[src/hw/rtl/lrsps_pkg.sv]
// ----------------------------------------------------------------------------
// lrsps_pkg
// Shared types and constants of the LED ring status pattern sequencer.
// ----------------------------------------------------------------------------
package lrsps_pkg;

	localparam int OP_W    = 2;
	localparam int NOW_W   = 32;
	localparam int MODE_W  = 3;
	localparam int IDX_W   = 5;
	localparam int CH_W    = 8;
	localparam int PCT_W   = 7;
	localparam int DATA_W  = 32;
	localparam int ADDR_W  = 3;

	localparam logic [OP_W-1:0] OP_TICK = 2'd0;
	localparam logic [OP_W-1:0] OP_SET  = 2'd1;
	localparam logic [OP_W-1:0] OP_DIAG = 2'd2;

	localparam logic [MODE_W-1:0] MODE_OFF        = 3'd0;
	localparam logic [MODE_W-1:0] MODE_RED_BLINK  = 3'd1;
	localparam logic [MODE_W-1:0] MODE_RED        = 3'd2;
	localparam logic [MODE_W-1:0] MODE_ALT_GB     = 3'd3;
	localparam logic [MODE_W-1:0] MODE_GRN_BLINK  = 3'd4;
	localparam logic [MODE_W-1:0] MODE_GREEN      = 3'd5;
	localparam logic [MODE_W-1:0] MODE_SPINNER    = 3'd6;
	localparam logic [MODE_W-1:0] MODE_FLASH      = 3'd7;

	localparam logic [NOW_W-1:0] RED_BLINK_MS = 32'd350;
	localparam logic [NOW_W-1:0] ALT_BLINK_MS = 32'd450;
	localparam logic [NOW_W-1:0] SPIN_MS      = 32'd180;
	localparam logic [NOW_W-1:0] FLASH_MS     = 32'd200;
	localparam logic [NOW_W-1:0] DIAG_MS      = 32'd400;

	localparam logic [CH_W-1:0] LVL_100  = 8'd100;
	localparam logic [CH_W-1:0] LVL_90   = 8'd90;
	localparam logic [CH_W-1:0] LVL_DIAG = 8'd60;

	localparam logic [PCT_W-1:0] PCT_FULL  = 7'd100;
	localparam logic [CH_W-1:0]  SB_FULL   = 8'd255;
	// floor(x/100) == (x*5243)>>19 for x <= 99*255
	localparam logic [12:0]      RECIP_100 = 13'd5243;
	localparam int               RECIP_SH  = 19;

	typedef struct packed {
		logic accept;
		logic load;
	} cmd_t;

	typedef struct packed {
		logic frame_req;
		logic last_pix;
	} sts_t;

endpackage

[src/hw/rtl/lrsps_if.sv]
// ----------------------------------------------------------------------------
// lrsps_if
// Item channels of the LED ring sequencer: input items and pixel items.
// ----------------------------------------------------------------------------
interface lrsps_in_if;
	logic                             valid;
	logic                             ready;
	logic [lrsps_pkg::OP_W-1:0]       operation;
	logic [lrsps_pkg::NOW_W-1:0]      now_ms;
	logic [lrsps_pkg::MODE_W-1:0]     new_mode;

	modport source (output valid, output operation, output now_ms, output new_mode,
		input ready);
	modport sink (input valid, input operation, input now_ms, input new_mode,
		output ready);
endinterface

interface lrsps_out_if;
	logic                             valid;
	logic                             ready;
	logic [lrsps_pkg::IDX_W-1:0]      pixel_index;
	logic [lrsps_pkg::CH_W-1:0]       red;
	logic [lrsps_pkg::CH_W-1:0]       green;
	logic [lrsps_pkg::CH_W-1:0]       blue;
	logic                             last_pixel;

	modport source (output valid, output pixel_index, output red, output green,
		output blue, output last_pixel, input ready);
	modport sink (input valid, input pixel_index, input red, input green,
		input blue, input last_pixel, output ready);
endinterface

[src/hw/rtl/lrsps_ctrl.sv]
// ----------------------------------------------------------------------------
// lrsps_ctrl
// Handshake controller: takes items, runs frame emission, owns output valid.
// ----------------------------------------------------------------------------
module lrsps_ctrl (
	input  logic              clk,
	input  logic              arst_n,
	input  logic              in_valid,
	output logic              in_ready,
	output logic              out_valid,
	input  logic              out_ready,
	input  lrsps_pkg::sts_t   sts,
	output lrsps_pkg::cmd_t   cmd
);

	localparam logic ST_IDLE = 1'b0;
	localparam logic ST_EMIT = 1'b1;

	logic state_q;
	logic ovalid_q;

	assign in_ready   = (state_q == ST_IDLE);
	assign out_valid  = ovalid_q;
	assign cmd.accept = in_valid && in_ready;
	assign cmd.load   = (state_q == ST_EMIT) && (!ovalid_q || out_ready);

	always_ff @(posedge clk or negedge arst_n) begin
		if (!arst_n) begin
			state_q  <= ST_IDLE;
			ovalid_q <= 1'b0;
		end else begin
			case (state_q)
				ST_IDLE: begin
					if (cmd.accept && sts.frame_req) begin
						state_q <= ST_EMIT;
					end
				end
				ST_EMIT: begin
					if (cmd.load && sts.last_pix) begin
						state_q <= ST_IDLE;
					end
				end
				default: state_q <= ST_IDLE;
			endcase
			if (cmd.load) begin
				ovalid_q <= 1'b1;
			end else if (out_ready) begin
				ovalid_q <= 1'b0;
			end
		end
	end

endmodule

[src/hw/rtl/lrsps_dp.sv]
// ----------------------------------------------------------------------------
// lrsps_dp
// Sequencer state, timer decisions, pixel counters and the output register.
// ----------------------------------------------------------------------------
module lrsps_dp #(
	parameter int RING_PIXELS      = 24,
	parameter int PIXELS_PER_GROUP = 3
) (
	input  logic                              clk,
	input  logic                              arst_n,
	input  lrsps_pkg::cmd_t                   cmd,
	output lrsps_pkg::sts_t                   sts,
	input  logic [lrsps_pkg::OP_W-1:0]        operation,
	input  logic [lrsps_pkg::NOW_W-1:0]       now_ms,
	input  logic [lrsps_pkg::MODE_W-1:0]      new_mode,
	input  logic [lrsps_pkg::CH_W-1:0]        scale,
	output logic [lrsps_pkg::IDX_W-1:0]       pixel_index,
	output logic [lrsps_pkg::CH_W-1:0]        red,
	output logic [lrsps_pkg::CH_W-1:0]        green,
	output logic [lrsps_pkg::CH_W-1:0]        blue,
	output logic                              last_pixel
);

	localparam int GROUP_COUNT = (RING_PIXELS + PIXELS_PER_GROUP - 1) / PIXELS_PER_GROUP;
	localparam int PW = $clog2(RING_PIXELS + 1);
	localparam int GW = $clog2(GROUP_COUNT + 1);
	localparam int SW = $clog2(PIXELS_PER_GROUP + 1);
	localparam int IW = lrsps_pkg::IDX_W;
	localparam int NW = lrsps_pkg::NOW_W;
	localparam int MW = lrsps_pkg::MODE_W;
	localparam int CW = lrsps_pkg::CH_W;

	localparam logic [PW-1:0] PIX_LAST  = PW'(RING_PIXELS - 1);
	localparam logic [PW-1:0] PIX_COUNT = PW'(RING_PIXELS);
	localparam logic [GW-1:0] GRP_LAST  = GW'(GROUP_COUNT - 1);
	localparam logic [SW-1:0] SUB_LAST  = SW'(PIXELS_PER_GROUP - 1);

	// sequencer state
	logic [MW-1:0] mode_q;
	logic          dirty_q;
	logic [NW-1:0] phase_q;
	logic          blink_q;
	logic [GW-1:0] spin_q;
	logic          run_q;
	logic [PW-1:0] dpos_q;
	logic [NW-1:0] due_q;

	// frame being emitted
	logic          diag_q;
	logic          lit_en_q;
	logic [PW-1:0] lit_q;
	logic [PW-1:0] pix_q;
	logic [GW-1:0] grp_q;
	logic [SW-1:0] sub_q;

	logic [MW-1:0] nx_mode;
	logic          nx_dirty;
	logic [NW-1:0] nx_phase;
	logic          nx_blink;
	logic [GW-1:0] nx_spin;
	logic          nx_run;
	logic [PW-1:0] nx_dpos;
	logic [NW-1:0] nx_due;
	logic          nx_diag;
	logic          nx_lit_en;
	logic [PW-1:0] nx_lit;
	logic          frame_req;

	logic [NW-1:0] elapsed;
	logic [NW-1:0] period;
	logic          timed;

	logic [15:0]   p100;
	logic [15:0]   p90;
	logic [CW-1:0] s100;
	logic [CW-1:0] s90;
	logic [CW-1:0] pr;
	logic [CW-1:0] pg;
	logic [CW-1:0] pb;

	assign elapsed = now_ms - phase_q;

	always_comb begin
		case (mode_q)
			lrsps_pkg::MODE_RED_BLINK: period = lrsps_pkg::RED_BLINK_MS;
			lrsps_pkg::MODE_ALT_GB:    period = lrsps_pkg::ALT_BLINK_MS;
			lrsps_pkg::MODE_GRN_BLINK: period = lrsps_pkg::ALT_BLINK_MS;
			lrsps_pkg::MODE_SPINNER:   period = lrsps_pkg::SPIN_MS;
			lrsps_pkg::MODE_FLASH:     period = lrsps_pkg::FLASH_MS;
			default:                   period = '1;
		endcase
	end

	assign timed = (elapsed >= period);

	always_comb begin
		nx_mode   = mode_q;
		nx_dirty  = dirty_q;
		nx_phase  = phase_q;
		nx_blink  = blink_q;
		nx_spin   = spin_q;
		nx_run    = run_q;
		nx_dpos   = dpos_q;
		nx_due    = due_q;
		nx_diag   = 1'b0;
		nx_lit_en = 1'b0;
		nx_lit    = dpos_q;
		frame_req = 1'b0;
		case (operation)
			lrsps_pkg::OP_SET: begin
				if (new_mode != mode_q) begin
					nx_mode  = new_mode;
					nx_phase = now_ms;
					nx_blink = (new_mode == lrsps_pkg::MODE_GRN_BLINK);
					nx_spin  = '0;
					nx_dirty = 1'b1;
				end
			end
			lrsps_pkg::OP_DIAG: begin
				nx_run  = 1'b1;
				nx_dpos = '0;
				nx_due  = '0;
			end
			lrsps_pkg::OP_TICK: begin
				if (run_q) begin
					if (now_ms >= due_q) begin
						nx_due    = now_ms + lrsps_pkg::DIAG_MS;
						frame_req = 1'b1;
						nx_diag   = 1'b1;
						if (dpos_q < PIX_COUNT) begin
							nx_lit_en = 1'b1;
							nx_dpos   = dpos_q + PW'(1);
						end else begin
							nx_dpos = '0;
						end
					end
				end else begin
					if (timed) begin
						case (mode_q)
							lrsps_pkg::MODE_RED_BLINK,
							lrsps_pkg::MODE_ALT_GB,
							lrsps_pkg::MODE_GRN_BLINK: begin
								nx_phase = now_ms;
								nx_dirty = 1'b1;
								nx_blink = !blink_q;
							end
							lrsps_pkg::MODE_SPINNER: begin
								nx_phase = now_ms;
								nx_dirty = 1'b1;
								nx_spin  = (spin_q == GRP_LAST) ? '0 : spin_q + GW'(1);
							end
							lrsps_pkg::MODE_FLASH: begin
								nx_mode  = lrsps_pkg::MODE_GREEN;
								nx_phase = now_ms;
								nx_blink = 1'b0;
								nx_spin  = '0;
								nx_dirty = 1'b1;
							end
							default: begin
							end
						endcase
					end
					frame_req = nx_dirty;
					nx_dirty  = 1'b0;
				end
			end
			default: begin
			end
		endcase
	end

	assign sts.frame_req = frame_req;
	assign sts.last_pix  = (pix_q == PIX_LAST);

	always_ff @(posedge clk or negedge arst_n) begin
		if (!arst_n) begin
			mode_q  <= lrsps_pkg::MODE_OFF;
			dirty_q <= 1'b1;
			phase_q <= '0;
			blink_q <= 1'b0;
			spin_q  <= '0;
			run_q   <= 1'b0;
			dpos_q  <= '0;
			due_q   <= '0;
		end else if (cmd.accept) begin
			mode_q  <= nx_mode;
			dirty_q <= nx_dirty;
			phase_q <= nx_phase;
			blink_q <= nx_blink;
			spin_q  <= nx_spin;
			run_q   <= nx_run;
			dpos_q  <= nx_dpos;
			due_q   <= nx_due;
		end
	end

	// scaled levels: ((c*b)>>8) + (c!=0 && b!=0)
	assign p100 = 16'(lrsps_pkg::LVL_100) * {8'd0, scale};
	assign p90  = 16'(lrsps_pkg::LVL_90) * {8'd0, scale};
	assign s100 = p100[15:8] + {7'd0, (scale != '0)};
	assign s90  = p90[15:8] + {7'd0, (scale != '0)};

	always_comb begin
		pr = '0;
		pg = '0;
		pb = '0;
		if (diag_q) begin
			if (lit_en_q && (pix_q == lit_q)) begin
				pr = lrsps_pkg::LVL_DIAG;
				pg = lrsps_pkg::LVL_DIAG;
				pb = lrsps_pkg::LVL_DIAG;
			end
		end else begin
			case (mode_q)
				lrsps_pkg::MODE_RED_BLINK: if (blink_q) pr = s100;
				lrsps_pkg::MODE_RED:       pr = s100;
				lrsps_pkg::MODE_ALT_GB: begin
					if ((grp_q[0] == 1'b0) == blink_q) begin
						if (blink_q) pg = s90;
						else pb = s100;
					end
				end
				lrsps_pkg::MODE_GRN_BLINK: if (blink_q) pg = s90;
				lrsps_pkg::MODE_GREEN:     pg = s90;
				lrsps_pkg::MODE_SPINNER:   if (grp_q == spin_q) pb = s100;
				lrsps_pkg::MODE_FLASH: begin
					pg = s90;
					pb = s90;
				end
				default: begin
				end
			endcase
		end
	end

	always_ff @(posedge clk) begin
		if (cmd.accept) begin
			diag_q   <= nx_diag;
			lit_en_q <= nx_lit_en;
			lit_q    <= nx_lit;
		end
	end

	always_ff @(posedge clk or negedge arst_n) begin
		if (!arst_n) begin
			pix_q <= '0;
			grp_q <= '0;
			sub_q <= '0;
		end else if (cmd.accept) begin
			pix_q <= '0;
			grp_q <= '0;
			sub_q <= '0;
		end else if (cmd.load) begin
			pix_q <= pix_q + PW'(1);
			if (sub_q == SUB_LAST) begin
				sub_q <= '0;
				grp_q <= grp_q + GW'(1);
			end else begin
				sub_q <= sub_q + SW'(1);
			end
		end
	end

	always_ff @(posedge clk) begin
		if (cmd.load) begin
			pixel_index <= IW'(pix_q);
			red         <= pr;
			green       <= pg;
			blue        <= pb;
			last_pixel  <= (pix_q == PIX_LAST);
		end
	end

endmodule

[src/hw/rtl/led_ring_status_pattern_sequencer.sv]
// ----------------------------------------------------------------------------
// led_ring_status_pattern_sequencer
// Status LED ring pattern sequencer with APB brightness register.
// ----------------------------------------------------------------------------
// A set-mode item, a diagnostic-start item and a tick that leaves the frame
// unchanged are each taken without emitting pixels. A tick that yields a frame
// is followed by RING_PIXELS pixels, one pixel a cycle out of the single output
// register, slower while the pixel sink holds ready low; the next item is
// taken once the last pixel is loaded. The brightness register (byte address
// 0) is decoded to a scale byte at write time.
module led_ring_status_pattern_sequencer #(
	parameter int RING_PIXELS      = 24,
	parameter int PIXELS_PER_GROUP = 3
) (
	input  logic                               clk,
	input  logic                               arst_n,
	input  logic                               psel,
	input  logic                               penable,
	input  logic                               pwrite,
	input  logic [lrsps_pkg::ADDR_W-1:0]       paddr,
	input  logic [lrsps_pkg::DATA_W-1:0]       pwdata,
	output logic [lrsps_pkg::DATA_W-1:0]       prdata,
	output logic                               pready,
	lrsps_in_if.sink                           in_item,
	lrsps_out_if.source                        out_item
);

	localparam int PCW = lrsps_pkg::PCT_W;
	localparam int CW  = lrsps_pkg::CH_W;

	logic [PCW-1:0]  pct_q;
	logic [CW-1:0]   sb_q;
	logic            reg_hit;
	logic            wr_en;
	logic [PCW-1:0]  wr_pct;
	logic [14:0]     wr_x;
	logic [27:0]     wr_y;
	logic [CW-1:0]   wr_sb;

	lrsps_pkg::cmd_t cmd;
	lrsps_pkg::sts_t sts;

	assign pready  = 1'b1;
	assign reg_hit = (paddr[2] == 1'b0);
	assign wr_en   = psel && penable && pwrite && pready && reg_hit;
	assign prdata  = reg_hit ? {{(lrsps_pkg::DATA_W - PCW){1'b0}}, pct_q} : '0;

	// percent*255/100 by reciprocal
	assign wr_pct = pwdata[PCW-1:0];
	assign wr_x   = {wr_pct, 8'd0} - {8'd0, wr_pct};
	assign wr_y   = {13'd0, wr_x} * {15'd0, lrsps_pkg::RECIP_100};
	assign wr_sb  = (wr_pct >= lrsps_pkg::PCT_FULL) ? lrsps_pkg::SB_FULL
		: wr_y[lrsps_pkg::RECIP_SH +: CW];

	always_ff @(posedge clk or negedge arst_n) begin
		if (!arst_n) begin
			pct_q <= lrsps_pkg::PCT_FULL;
			sb_q  <= lrsps_pkg::SB_FULL;
		end else if (wr_en) begin
			pct_q <= wr_pct;
			sb_q  <= wr_sb;
		end
	end

	lrsps_ctrl u_ctrl (
		.clk       (clk),
		.arst_n    (arst_n),
		.in_valid  (in_item.valid),
		.in_ready  (in_item.ready),
		.out_valid (out_item.valid),
		.out_ready (out_item.ready),
		.sts       (sts),
		.cmd       (cmd)
	);

	lrsps_dp #(
		.RING_PIXELS      (RING_PIXELS),
		.PIXELS_PER_GROUP (PIXELS_PER_GROUP)
	) u_dp (
		.clk         (clk),
		.arst_n      (arst_n),
		.cmd         (cmd),
		.sts         (sts),
		.operation   (in_item.operation),
		.now_ms      (in_item.now_ms),
		.new_mode    (in_item.new_mode),
		.scale       (sb_q),
		.pixel_index (out_item.pixel_index),
		.red         (out_item.red),
		.green       (out_item.green),
		.blue        (out_item.blue),
		.last_pixel  (out_item.last_pixel)
	);

endmodule
[src/flat_wrapper.sv]
// flat-port wrapper written by rule: the top's interface ports become plain ports
module led_ring_status_pattern_sequencer_flat 
#(
	parameter int RING_PIXELS      = 24,
	parameter int PIXELS_PER_GROUP = 3
)
  (clk, arst_n, psel, penable, pwrite, paddr, pwdata, prdata, pready, in_item_valid, in_item_operation, in_item_now_ms, in_item_new_mode, in_item_ready, out_item_valid, out_item_pixel_index, out_item_red, out_item_green, out_item_blue, out_item_last_pixel, out_item_ready);
  lrsps_in_if in_item_i ();
  lrsps_out_if out_item_i ();
  input  logic clk;
  input  logic arst_n;
  input  logic psel;
  input  logic penable;
  input  logic pwrite;
  input  logic [lrsps_pkg::ADDR_W-1:0] paddr;
  input  logic [lrsps_pkg::DATA_W-1:0] pwdata;
  output logic [lrsps_pkg::DATA_W-1:0] prdata;
  output logic pready;
  input wire logic [$bits(in_item_i.valid)-1:0] in_item_valid;
  input wire logic [$bits(in_item_i.operation)-1:0] in_item_operation;
  input wire logic [$bits(in_item_i.now_ms)-1:0] in_item_now_ms;
  input wire logic [$bits(in_item_i.new_mode)-1:0] in_item_new_mode;
  output wire logic [$bits(in_item_i.ready)-1:0] in_item_ready;
  output wire logic [$bits(out_item_i.valid)-1:0] out_item_valid;
  output wire logic [$bits(out_item_i.pixel_index)-1:0] out_item_pixel_index;
  output wire logic [$bits(out_item_i.red)-1:0] out_item_red;
  output wire logic [$bits(out_item_i.green)-1:0] out_item_green;
  output wire logic [$bits(out_item_i.blue)-1:0] out_item_blue;
  output wire logic [$bits(out_item_i.last_pixel)-1:0] out_item_last_pixel;
  input wire logic [$bits(out_item_i.ready)-1:0] out_item_ready;
  assign in_item_i.valid = in_item_valid;
  assign in_item_i.operation = in_item_operation;
  assign in_item_i.now_ms = in_item_now_ms;
  assign in_item_i.new_mode = in_item_new_mode;
  assign in_item_ready = in_item_i.ready;
  assign out_item_valid = out_item_i.valid;
  assign out_item_pixel_index = out_item_i.pixel_index;
  assign out_item_red = out_item_i.red;
  assign out_item_green = out_item_i.green;
  assign out_item_blue = out_item_i.blue;
  assign out_item_last_pixel = out_item_i.last_pixel;
  assign out_item_i.ready = out_item_ready;
  led_ring_status_pattern_sequencer #(.RING_PIXELS(RING_PIXELS), .PIXELS_PER_GROUP(PIXELS_PER_GROUP)) u_core (.clk(clk), .arst_n(arst_n), .psel(psel), .penable(penable), .pwrite(pwrite), .paddr(paddr), .pwdata(pwdata), .prdata(prdata), .pready(pready), .in_item(in_item_i), .out_item(out_item_i));
endmodule
[config.mk]
export PLATFORM = sky130hd
export DESIGN_NAME = led_ring_status_pattern_sequencer_flat
export DESIGN_NICKNAME = d
export VERILOG_FILES = /design/src/hw/rtl/lrsps_pkg.sv /design/src/hw/rtl/lrsps_if.sv /design/src/hw/rtl/lrsps_ctrl.sv /design/src/hw/rtl/lrsps_dp.sv /design/src/hw/rtl/led_ring_status_pattern_sequencer.sv /design/src/flat_wrapper.sv
export SDC_FILE = /design/constraint.sdc
export NUM_CORES = 1
export LEC_CHECK = 0
export BUFFER_PORTS_ARGS = -buffer_cell sky130_fd_sc_hd__buf_2
export CAP_MARGIN = 20
export CORE_MARGIN = 2
export CORE_UTILIZATION = 62
export CTS_CLUSTER_DIAMETER = 40
export DETAILED_ROUTE_END_ITERATION = 8
export HOLD_SLACK_MARGIN = 0.12
export PLACE_DENSITY = 0.88
export SLEW_MARGIN = 20
export SYNTH_ARGS = -nofsm -noshare
export SYNTH_HDL_FRONTEND = slang
export SYNTH_SLANG_ARGS = --single-unit
[constraint.sdc]
create_clock -name clk -period 5.7 [get_ports clk]
set_input_delay 1.14 -clock clk [delete_from_list [all_inputs] [get_ports clk]]
set_output_delay 1.14 -clock clk [all_outputs]
set_load 0.01 [all_outputs]
==> impl_results.md, run 1 <==
- Main combinational cell family by area after synthesis: adder cells
- Worst clock skew: around 10 ps
- Yosys top cell by area: ha_1
- DRC errors left: 0
- Max Used Layer: met4
- Die width: 161 um
- Synth warn: 0
- H-tree depth: 4
- Worst reg2reg startpoint: u_core.u_dp.phase_q[11]
- Initial antenna violation count: 2
- Unrepaired setup endpoints after global routing: true
- Post-route setup slack: -775 ps
- Core ar.: roughly 24000 um2
- First-pass GRT wire length: around 65 mm
- Synth Area in XOR/XNOR: 0.0712
- Initial Utilization: 0.632
- Number of synthesized flops with an enable pin: 37
- Top cell type's share of synthesized area: 0.209
- Rows: between 50 and 60
- Share of cells above drive strength 1: 0.211
- Most frequent cell after synthesis: inv_1
- Num CTS Buffers: 17
- DR vias/cell: 5.91
- Top post-synthesis cells by area: ha_1 21%, dfrtp_1 15%, fa_1 10%
- Clock transition at path regs: about 70 ps
- Max_cap viols: 0
- Gr ovfl total: 0
- I/O pin cnt: 144
- Metal-1 WL: roughly 16 mm
- Start point of the critical path: pwdata[3]
- CTS tree: done
- Die H: around 160 um
- Fin crit period: about 6500 ps
- Worst Hold Class: reg2reg
- Die area: 26100 um2
- Mapped Area: about 15000 um2
- Crit path DAT: a little under 7000 ps
- Clk Tree Root Cell: clkbuf_16
- Crit-path slowest cell: fa_1
- Asr flop ratio synth: 0.743
- Startpoint Class: primary input
- NumNets Final: between 2000 and 2500
- Post-synth top flop: dfrtp_1
- Cell family with most CP delay: adder cells
- Yosys reg bits: 144
- DRT antenna net count: 0
- Largest net degree at the start of global routing: just over 60
- Final non-filler cell total: 2170
- CP bufs+invs: 7
- Mapped Cells: ~1600
- Placer Congestion: slightly above 0.9
- Met3 wire len: 2.36 mm
- DRT iter0 DRCs: between 1000 and 1500
- Final wirelength: around 40 mm
- Fmax: ~150 MHz
- Worst path max stage delay: 540 ps
- Fin. Hold Viols: 0
- Routed wl met2: 20.0 mm
- Vias in the first global route: 13400
- Area Growth Syn to Fin: 17.7%
- Synth Area per Inst: approximately 9.4 um2
- Synth Area in Adders: 0.310
- Fill count: 1523
- Post-synthesis mux area share: 0.0500
- Max_slew headroom: 0.445
- Post-placement cell count: around 2100
- Most frequent cell on the critical path: fa_1
- Hold path start: u_core.pct_q[2]
- Critical path class: in2reg
- Clock latency on the worst-skew pair: 440 ps
- Vias post-DR: roughly 13000
- Period utilization: 1.14
- Buffers on Ports: 90
- Yosys cell types: 81
- CP Max Fanout: 5
- CTS sink cnt: ~140
- Max-slew violations: 0
- Slew @ Worst Pin: about 830 ps
- DRT Pass-1 Iters: 5
- Synth Area in Compound Gates: 0.117
- Total GRT Usage: 0.307
- Post-synthesis simple-gate area fraction: 0.117
- CP required: 6040 ps
- Status: finished, violations left
- Synth top cells by count: 266 x inv_1, 257 x ha_1, 112 x nand2_1
- Violated checks: negative setup slack
- CP Capture Type: register
- Sequential-to-total area share from yosys stat: 0.247
- Longest Clk Path Bufs: 2
- DP Wirelength: about 28 mm
- WL/cell: roughly 18 um
- Final setup violation count: 8
[registers in the layout, indices dropped and copies added (netlist names), 2 cells and up]
name,count
u_core.u_dp.due_q,32
u_core.u_dp.phase_q,32
u_core.sb_q,8
u_core.u_dp.blue,8
u_core.u_dp.green,8
u_core.u_dp.red,8
u_core.pct_q,7
u_core.u_dp.dpos_q,5
u_core.u_dp.lit_q,5
u_core.u_dp.pix_q,5
u_core.u_dp.pixel_index,5
u_core.u_dp.grp_q,4
u_core.u_dp.spin_q,4
u_core.u_dp.mode_q,3
u_core.u_dp.sub_q,2
[layout make-up]
class	instances	area, um2	area share
Sequential cell	144	3800	0.210
Antenna cell	2	5.00	0.000277
Multi-Input combinational cell	1191	10800	0.597
Timing Repair Buffer	211	1460	0.0809
Tap cell	324	405	0.0224
Clock buffer	20	458	0.0253
Clock inverter	11	156	0.00864
Inverter	267	1000	0.0555
[cell families (layout without fill, tap and decap cells)]
logic type	Yosys count	after routing
xor gates and xnor gates	125	125
other	2	28
DFF	144	144
buffers and inverters	321	509
AOI/OAI and AO/OA	270	270
adders and majority gates	335	335
and+or+nand+nor	363	363
muxes	72	72
[metrics by stage]
stage / setup TNS, ps / util / setup WS [ps] / instance area [um2] / hold slack, ps
finish: -5060 / 0.744 / -775 / 18100 / 456
global route: -6290 / 0.744 / -953 / 18100 / 490
detailed placement: -7740 / 0.701 / -1140 / 17100 / 447
floorplan: -4080 / - / -779 / 15700 / 436
CTS: -2570 / 0.734 / -532 / 17900 / 458
global placement: -6630 / 0.701 / -1010 / 17100 / 445
[layout by cell type (no fill, tap or decap), types with 8 or more instances in the layout]
| master | n |
|---|---|
| conb_1 | 26 |
| buf_2 | 87 |
| and3_1 | 17 |
| mux2_2 | 39 |
| a21o_1 | 41 |
| dfstp_2 | 12 |
| inv_1 | 250 |
| nand2b_1 | 16 |
| a211oi_1 | 8 |
| nand3_1 | 24 |
| a21oi_1 | 67 |
| dfrtp_1 | 95 |
| o21a_1 | 10 |
| nor3_1 | 19 |
| nor2b_1 | 22 |
| xnor2_1 | 68 |
| ha_4 | 12 |
| ha_1 | 242 |
| inv_2 | 15 |
| buf_4 | 112 |
| edfxtp_1 | 37 |
| or3_1 | 9 |
| xor2_1 | 48 |
| nand4_1 | 26 |
| clkbuf_16 | 18 |
| o21ai_0 | 54 |
| mux2i_1 | 32 |
| fa_1 | 77 |
| nand2_1 | 107 |
| nor2_1 | 66 |
[worst register-to-register path, delay by kind of cell (launching register included)]
kind                     cells  cell delay (ps)
AO/OA/AOI/OAI                9             2430
adder cells (fa/ha/maj)      2              640
buffers and inverters        2              300
flip-flops                   1              360
XOR/XNOR                     1              130
AND/OR/NAND/NOR              3              540
multiplexers                 1              370
[final timing paths]
kind | endpoint | slack, ps | cells past startpoint
max reg2reg | u_core.u_dp.phase_q[0] | 800 | 18
min | u_core.pct_q[2] | 460 | 2
min in group asynchronous | u_core.u_dp.due_q[21] | 780 | 1
min reg2reg | u_core.pct_q[2] | 460 | 2
max | u_core.sb_q[6] | -770 | 28
max in group asynchronous | u_core.u_dp.dpos_q[4] | 3710 | 2
[metal layers]
metal  vias to the layer above  track usage
li1                       5907            -
met1                      6198        0.367
met2                       568        0.535
met3                       159       0.0457
met4                         0        0.160
met5                         -            0
[repair_timing]
item,CTS,global route
pin swaps,35,17
buffers inserted,6,14
endpoints found under the setup margin,8,43
hold buffers,0,0
gates resized for setup,31,33
Power of run 1 is left out: the tool's default activity adds up to more than one toggle a clock period on the data nets, which glitch-free logic cannot reach.
==> inputs of run 2 (changes only) <==
--- a/config.mk
+++ b/config.mk
@@ -7,7 +7,8 @@
 export LEC_CHECK = 0
 export BUFFER_PORTS_ARGS = -buffer_cell sky130_fd_sc_hd__buf_2
 export CAP_MARGIN = 20
-export CORE_MARGIN = 2
+export CORE_ASPECT_RATIO = 1.4
+export CORE_MARGIN = 5
 export CORE_UTILIZATION = 62
 export CTS_CLUSTER_DIAMETER = 40
 export DETAILED_ROUTE_END_ITERATION = 8
==> run 2 against run 1 <==
Net effect: the run still ends with negative setup slack left; non-clock buffer count is the same; worst setup slack gained 70 ps; utilization shrank 0.65 points; global-route usage shrank 1.9 points; first-iteration DRC count shrank 25%; critical endpoint is now u_core.sb_q[4].
==> impl_results.md, run 2 (same netlist as run 1, synthesis figures left out) <==
- Status: finished, violations left (unchanged)
- Violated checks: negative setup slack (unchanged)
- Vias post-DR: 12800 (about the same)
- Die H: 196 um (was 161 um)
- Longest Clk Path Bufs: 2 (unchanged)
- Vias in the first global route: 14000 (was 13400)
- CP Max Fanout: 6 (was 5)
- Die width: 143 um (was 161 um)
- Max_slew headroom: 0.262 (was 0.445)
- Depth of the most critical reg-to-reg path: 24 (was 18)
- DP Wirelength: 29.5 mm (was 27.9 mm)
- Initial Utilization: 0.625 (was 0.632)
- Unrepaired setup endpoints after global routing: true (unchanged)
- Post-route setup slack: -705 ps (was -775 ps)
- Placer Congestion: 0.921 (was 0.929)
- Critical path class: in2reg (unchanged)
- NumNets Final: 2245 (unchanged)
- Buffers on Ports: 90 (unchanged)
- Design area: 18100 um2 (about the same)
- Startpoint Class: primary input (unchanged)
- CP required: 6040 ps (about the same)
- CP Capture Type: register (unchanged)
- DP Area: 17000 um2 (was 17100 um2)
- Rows: 68 (was 57)
- Clock transition at path regs: 70 ps (about the same)
- Initial antenna violation count: 0 (was 2)
- Fin. Hold Viols: 0 (unchanged)
- Share of cells above drive strength 1: 0.215 (was 0.211)
- Worst Hold Class: reg2reg (unchanged)
- Largest regs: u_core.u_dp.due_q x32, u_core.u_dp.phase_q x32 (unchanged)
- Fin crit period: 6410 ps (was 6470 ps)
- Number of diodes: 0 (was 2)
- Total GRT Usage: 0.287 (was 0.307)
- H-tree depth: 4 (unchanged)
- CTS sink cnt: 144 (unchanged)
- Clock latency on the worst-skew pair: 450 ps (was 440 ps)
- CTS tree: done (unchanged)
- Num CTS Buffers: 17 (unchanged)
- Gr ovfl total: 0 (unchanged)
- Most frequent cells in the layout: 251 x inv_1, 238 x ha_1, 108 x buf_4, 104 x nand2_1, 95 x dfrtp_1 (was 250 x inv_1, 242 x ha_1, 112 x buf_4, 107 x nand2_1, 95 x dfrtp_1)
- Fmax: 156 MHz (was 154 MHz)
- Clk Tree Root Cell: clkbuf_16 (unchanged)
- Largest net degree at the start of global routing: 60 (was 62)
- WHS Path Cells: 2 (unchanged)
- Period utilization: 1.12 (was 1.14)
- Crit path DAT: 6740 ps (was 6820 ps)
- DRT antenna net count: 0 (unchanged)
- Core ar.: 24600 um2 (was 24300 um2)
- DRT iter0 DRCs: 796 (was 1067)
- Area Growth Syn to Fin: 18.0% (was 17.7%)
- Max-slew violations: 0 (unchanged)
- I/O pin cnt: 144 (unchanged)
- Max_cap viols: 0 (unchanged)
- WL/cell: 18.7 um (was 18.5 um)
- Worst clock skew: 12.8 ps (was 10.1 ps)
- Slew @ Worst Pin: 1100 ps (was 832 ps)
- First-pass GRT wire length: 65.1 mm (was 64.5 mm)
- DRT Pass-1 Iters: 5 (unchanged)
- DRC errors left: 0 (unchanged)
- Most common cell after layout, fill and taps aside: inv_1 (unchanged)
- Die area: 28100 um2 (was 26100 um2)
- Final setup violation count: 8 (unchanged)
- DR vias/cell: 5.93 (was 5.91)
- Final wirelength: 40.4 mm (was 40.1 mm)
- Post-cts hold buffer count: 0 (unchanged)
run 2: per-stage QoR:
| step | setup slack (ps) | hold WS [ps] | TNS (ps) | utilization | cells |
|---|---|---|---|---|---|
| 2_1_floorplan | -779 | 436 | -4080 | - | 1656 |
| 3_3_place_gp | -988 | 447 | -6450 | 0.691 | 2105 |
| 3_5_place_dp | -1180 | 461 | -10090 | 0.692 | 2106 |
| 4_1_cts | -588 | 466 | -2770 | 0.730 | 2148 |
| 5_1_grt | -927 | 505 | -7440 | 0.738 | 2160 |
| 6_report | -705 | 471 | -4240 | 0.738 | 2160 |
run 2: metal layers:
metal,routed length [um],track usage
met5,0,0
met4,2830,0.189
met3,1700,0.0407
met2,22200,0.545
met1,13700,0.283
run 2: final cells by class:
class	instances	area, um2
Clock inverter	13	126
Clock buffer	19	443
Timing Repair Buffer	211	1460
Multi-Input combinational cell	1191	10900
Tap cell	315	394
Fill cell	1546	6450
Inverter	267	1000
Sequential cell	144	3800
run 2: final timing paths:
check,from,endpoint,slack [ps]
max,pwdata[4],u_core.sb_q[4],-710
min,u_core.pct_q[2],u_core.pct_q[2],470
max reg2reg,u_core.u_dp.phase_q[1],u_core.u_dp.phase_q[17],450
min reg2reg,u_core.pct_q[2],u_core.pct_q[2],470
max in group asynchronous,arst_n,u_core.u_dp.pix_q[0],3680
min in group asynchronous,arst_n,u_core.u_dp.phase_q[26],750
run 2: critical path, stage by stage:
cell	delay [ps]
buf_6	90
or3_4	400
nor3_4	210
nand2_4	120
nand2_4	80
or3_4	140
xnor2_4	180
ha_1	300
ha_1	330
inv_1	110
fa_1	580
inv_1	60
fa_1	490
inv_1	50
fa_1	490
inv_2	50
ha_4	250
a21oi_1	200
o221a_4	230
o21ai_2	60
a22o_4	260
o221a_4	220
buf_6	130
buf_6	110
buf_6	110
xnor2_2	120
a22oi_1	220
run 2: repair_timing:
item,4_1_cts,5_1_grt
setup endpoints to repair,8,38
resized for setup,59,18
setup buffers,10,11
pin swaps,31,13
cloned,0,1
Power of run 2 is left out for the same reason.
==> inputs of run 3 (changes only) <==
--- a/config.mk
+++ b/config.mk
@@ -6,14 +6,12 @@
 export NUM_CORES = 1
 export LEC_CHECK = 0
 export BUFFER_PORTS_ARGS = -buffer_cell sky130_fd_sc_hd__buf_2
-export CAP_MARGIN = 20
-export CORE_ASPECT_RATIO = 1.4
 export CORE_MARGIN = 5
-export CORE_UTILIZATION = 62
+export CORE_UTILIZATION = 56
 export CTS_CLUSTER_DIAMETER = 40
 export DETAILED_ROUTE_END_ITERATION = 8
 export HOLD_SLACK_MARGIN = 0.12
-export PLACE_DENSITY = 0.88
+export PLACE_DENSITY = 0.84
 export SLEW_MARGIN = 20
 export SYNTH_ARGS = -nofsm -noshare
 export SYNTH_HDL_FRONTEND = slang
==> constraint.sdc (replaced) <==
create_clock -name clk -period 5.5 [get_ports clk]
set_input_delay 1.1 -clock clk [delete_from_list [all_inputs] [get_ports clk]]
set_output_delay 1.1 -clock clk [all_outputs]
set_load 0.01 [all_outputs]
==> run 3 against run 2 <==
Net effect: final cell count grew 1.9%; global-route usage shrank 5.2 points; the flow still finishes with violations (negative setup slack); non-clock buffer count grew 15; critical endpoint is now u_core.sb_q[7]; utilization shrank 6.6 points; flip-flop and latch count is the same; via count shrank 2.8%; hold slack gained 1.0 ps; largest cell class unchanged; register-to-register slack gained 190 ps.
==> impl_results.md, run 3 (same netlist as run 1, synthesis figures left out) <==
- Status: finished, violations left (unchanged)
- Violated checks: negative setup slack (unchanged)
- Setup TNS: -4500 ps (was -4240 ps)
- Max_cap viols: 0 (unchanged)
- DR vias/cell: 5.65 (was 5.93)
- Max-slew violations: 0 (unchanged)
- Hold_ws: 472 ps (was 471 ps)
- Met3 global-route usage: 0.0319 (was 0.0407)
- NumNets Final: 2260 (was 2245)
- Fin crit period: 6330 ps
- WL/cell: 16.7 um (was 18.7 um)
- Largest net degree at the start of global routing: 76 (was 60)
- Fill count: 1920 (was 1546)
- Area Growth Syn to Fin: 18.0% (about the same)
- Placer Congestion: 0.925 (was 0.921)
- Final non-filler cell total: 2202 (was 2160)
- Gr ovfl total: 0 (unchanged)
- Met2 Use GR: 0.405 (was 0.545)
- Most frequent cells in the layout: 253 x inv_1, 242 x ha_1, 131 x buf_4, 106 x nand2_1, 95 x dfrtp_1 (was 251 x inv_1, 238 x ha_1, 108 x buf_4, 104 x nand2_1, 95 x dfrtp_1)
- Vias post-DR: 12500 (was 12800)
- CTS tree: done (unchanged)
- Worst Hold Class: reg2reg (unchanged)
- Num CTS Buffers: 17 (unchanged)
- DRC errors left: 0 (unchanged)
- Share of cells above drive strength 1: 0.215 (about the same)
- Initial antenna violation count: 2 (was 0)
- I/O pin cnt: 144 (unchanged)
- Rows: 60 (was 68)
- Post-cts hold buffer count: 0 (unchanged)
- Clk Tree Root Cell: clkbuf_16 (unchanged)
- Vias in the first global route: 12700 (was 14000)
- Period utilization: 1.15
- H-tree depth: 4 (unchanged)
- Startpoint Class: primary input (unchanged)
- Design area: 18100 um2 (about the same)
- Crit-path slowest cell: fa_1 (unchanged)
- CP Capture Type: register (unchanged)
- DRT antenna net count: 0 (unchanged)
- Most common cell after layout, fill and taps aside: inv_1 (unchanged)
- DRT iter0 DRCs: 771 (was 796)
- Largest regs: u_core.u_dp.due_q x32, u_core.u_dp.phase_q x32 (unchanged)
- Die area: 30900 um2 (was 28100 um2)
- DP Area: 17200 um2 (was 17000 um2)
- Post-route setup slack: -828 ps (was -705 ps)
- Die H: 176 um (was 196 um)
- DRT Pass-1 Iters: 7 (was 5)
- CTS sink cnt: 144 (unchanged)
- Max_slew headroom: 0.439 (was 0.262)
- Buffers on Ports: 90 (unchanged)
- Final setup violation count: 8 (unchanged)
- Clock transition at path regs: 70 ps (about the same)
- Core ar.: 27000 um2 (was 24600 um2)
- Clock latency on the worst-skew pair: 430 ps (was 450 ps)
- CP Max Fanout: 5 (was 6)
- Slew @ Worst Pin: 841 ps (was 1100 ps)
- Fmax: 158 MHz
- Unrepaired setup endpoints after global routing: true (unchanged)
- Global route hottest layer: met2 (unchanged)
- Post-placement cell count: 2152 (was 2106)
- Met1 usage in global routing: 0.305 (was 0.283)
- Die width: 176 um (was 143 um)
- CP required: 5810 ps (was 6040 ps)
- CP Cell Sequence: buf_12 > or3_4 > or3_1 > nand2_2 > xnor2_4 > ha_1 > inv_1 > fa_1 > inv_1 > fa_1 > fa_1 > inv_1 > fa_1 > inv_1 > ha_4 > a41oi_2 > o221a_2 > o21ai_2 > a22o_2 > o221a_4 > and4_4 > a2111oi_4 > xnor2_1 > a22oi_1
- Worst clock skew: 14.1 ps (was 12.8 ps)
- Total GRT Usage: 0.235 (was 0.287)
- Critical path class: in2reg (unchanged)
- DP Wirelength: 28.5 mm (was 29.5 mm)
- Crit path DAT: 6640 ps (was 6740 ps)
- Initial Utilization: 0.569 (was 0.625)
- Fin. Hold Viols: 0 (unchanged)
- First-pass GRT wire length: 60.7 mm (was 65.1 mm)
- Final wirelength: 36.7 mm (was 40.4 mm)
- Longest Clk Path Bufs: 2 (unchanged)
- Worst path max stage delay: 530 ps (was 580 ps)
==> run 3: worst paths after layout <==
path / start / endpoint / slack, ps / cells after the start
max: pwdata[4] / u_core.sb_q[7] / -830 / 24
min: u_core.pct_q[6] / u_core.pct_q[6] / 470 / 2
max reg2reg: u_core.u_dp.phase_q[1] / u_core.u_dp.phase_q[10] / 640 / 24
min reg2reg: u_core.pct_q[6] / u_core.pct_q[6] / 470 / 2
max in group asynchronous: arst_n / u_core.sb_q[3] / 3820 / 2
min in group asynchronous: arst_n / u_core.u_dp.due_q[22] / 720 / 1
==> run 3: through the flow <==
stage / setup slack, ps / utilization
finish: -828 / 0.671
global route: -986 / 0.671
CTS: -720 / 0.664
detailed placement: -1330 / 0.636
global placement: -1180 / 0.636
floorplan: -939 / -
==> run 3: critical path: cells and delay by family <==
kind,cells,cell delay [ps]
buf+inv,5,350
fa+ha+maj,6,2580
simple gates,4,1020
xor+xnor,2,290
compound gates,7,1280
==> run 3: area by class of cell <==
| class | instances | area (um2) | area share |
|---|---|---|---|
| multi-input combinational | 1191 | 10800 | 0.594 |
| antenna | 1 | 2.50 | 0.000138 |
| tap | 341 | 427 | 0.0235 |
| clock inverter | 10 | 83.8 | 0.00462 |
| sequential | 144 | 3800 | 0.210 |
| timing repair buffer | 226 | 1550 | 0.0854 |
| clock buffer | 22 | 507 | 0.0279 |
| inverter | 267 | 1000 | 0.0552 |
==> run 3: per-layer routing <==
metal,share of wire,up-vias,wire length (um)
met5,0.00019,-,7
met4,0.029,2,1070
met3,0.052,78,1910
met2,0.49,393,17900
met1,0.43,6030,15800
li1,-,5948,-
==> run 3: what timing repair did <==
item                       CTS  global route
buffers inserted            10             5
gates cloned                 0             2
pin swaps                   18            11
setup endpoints to repair    8            39
resized for setup           25            19
Power of run 3 is left out for the same reason.
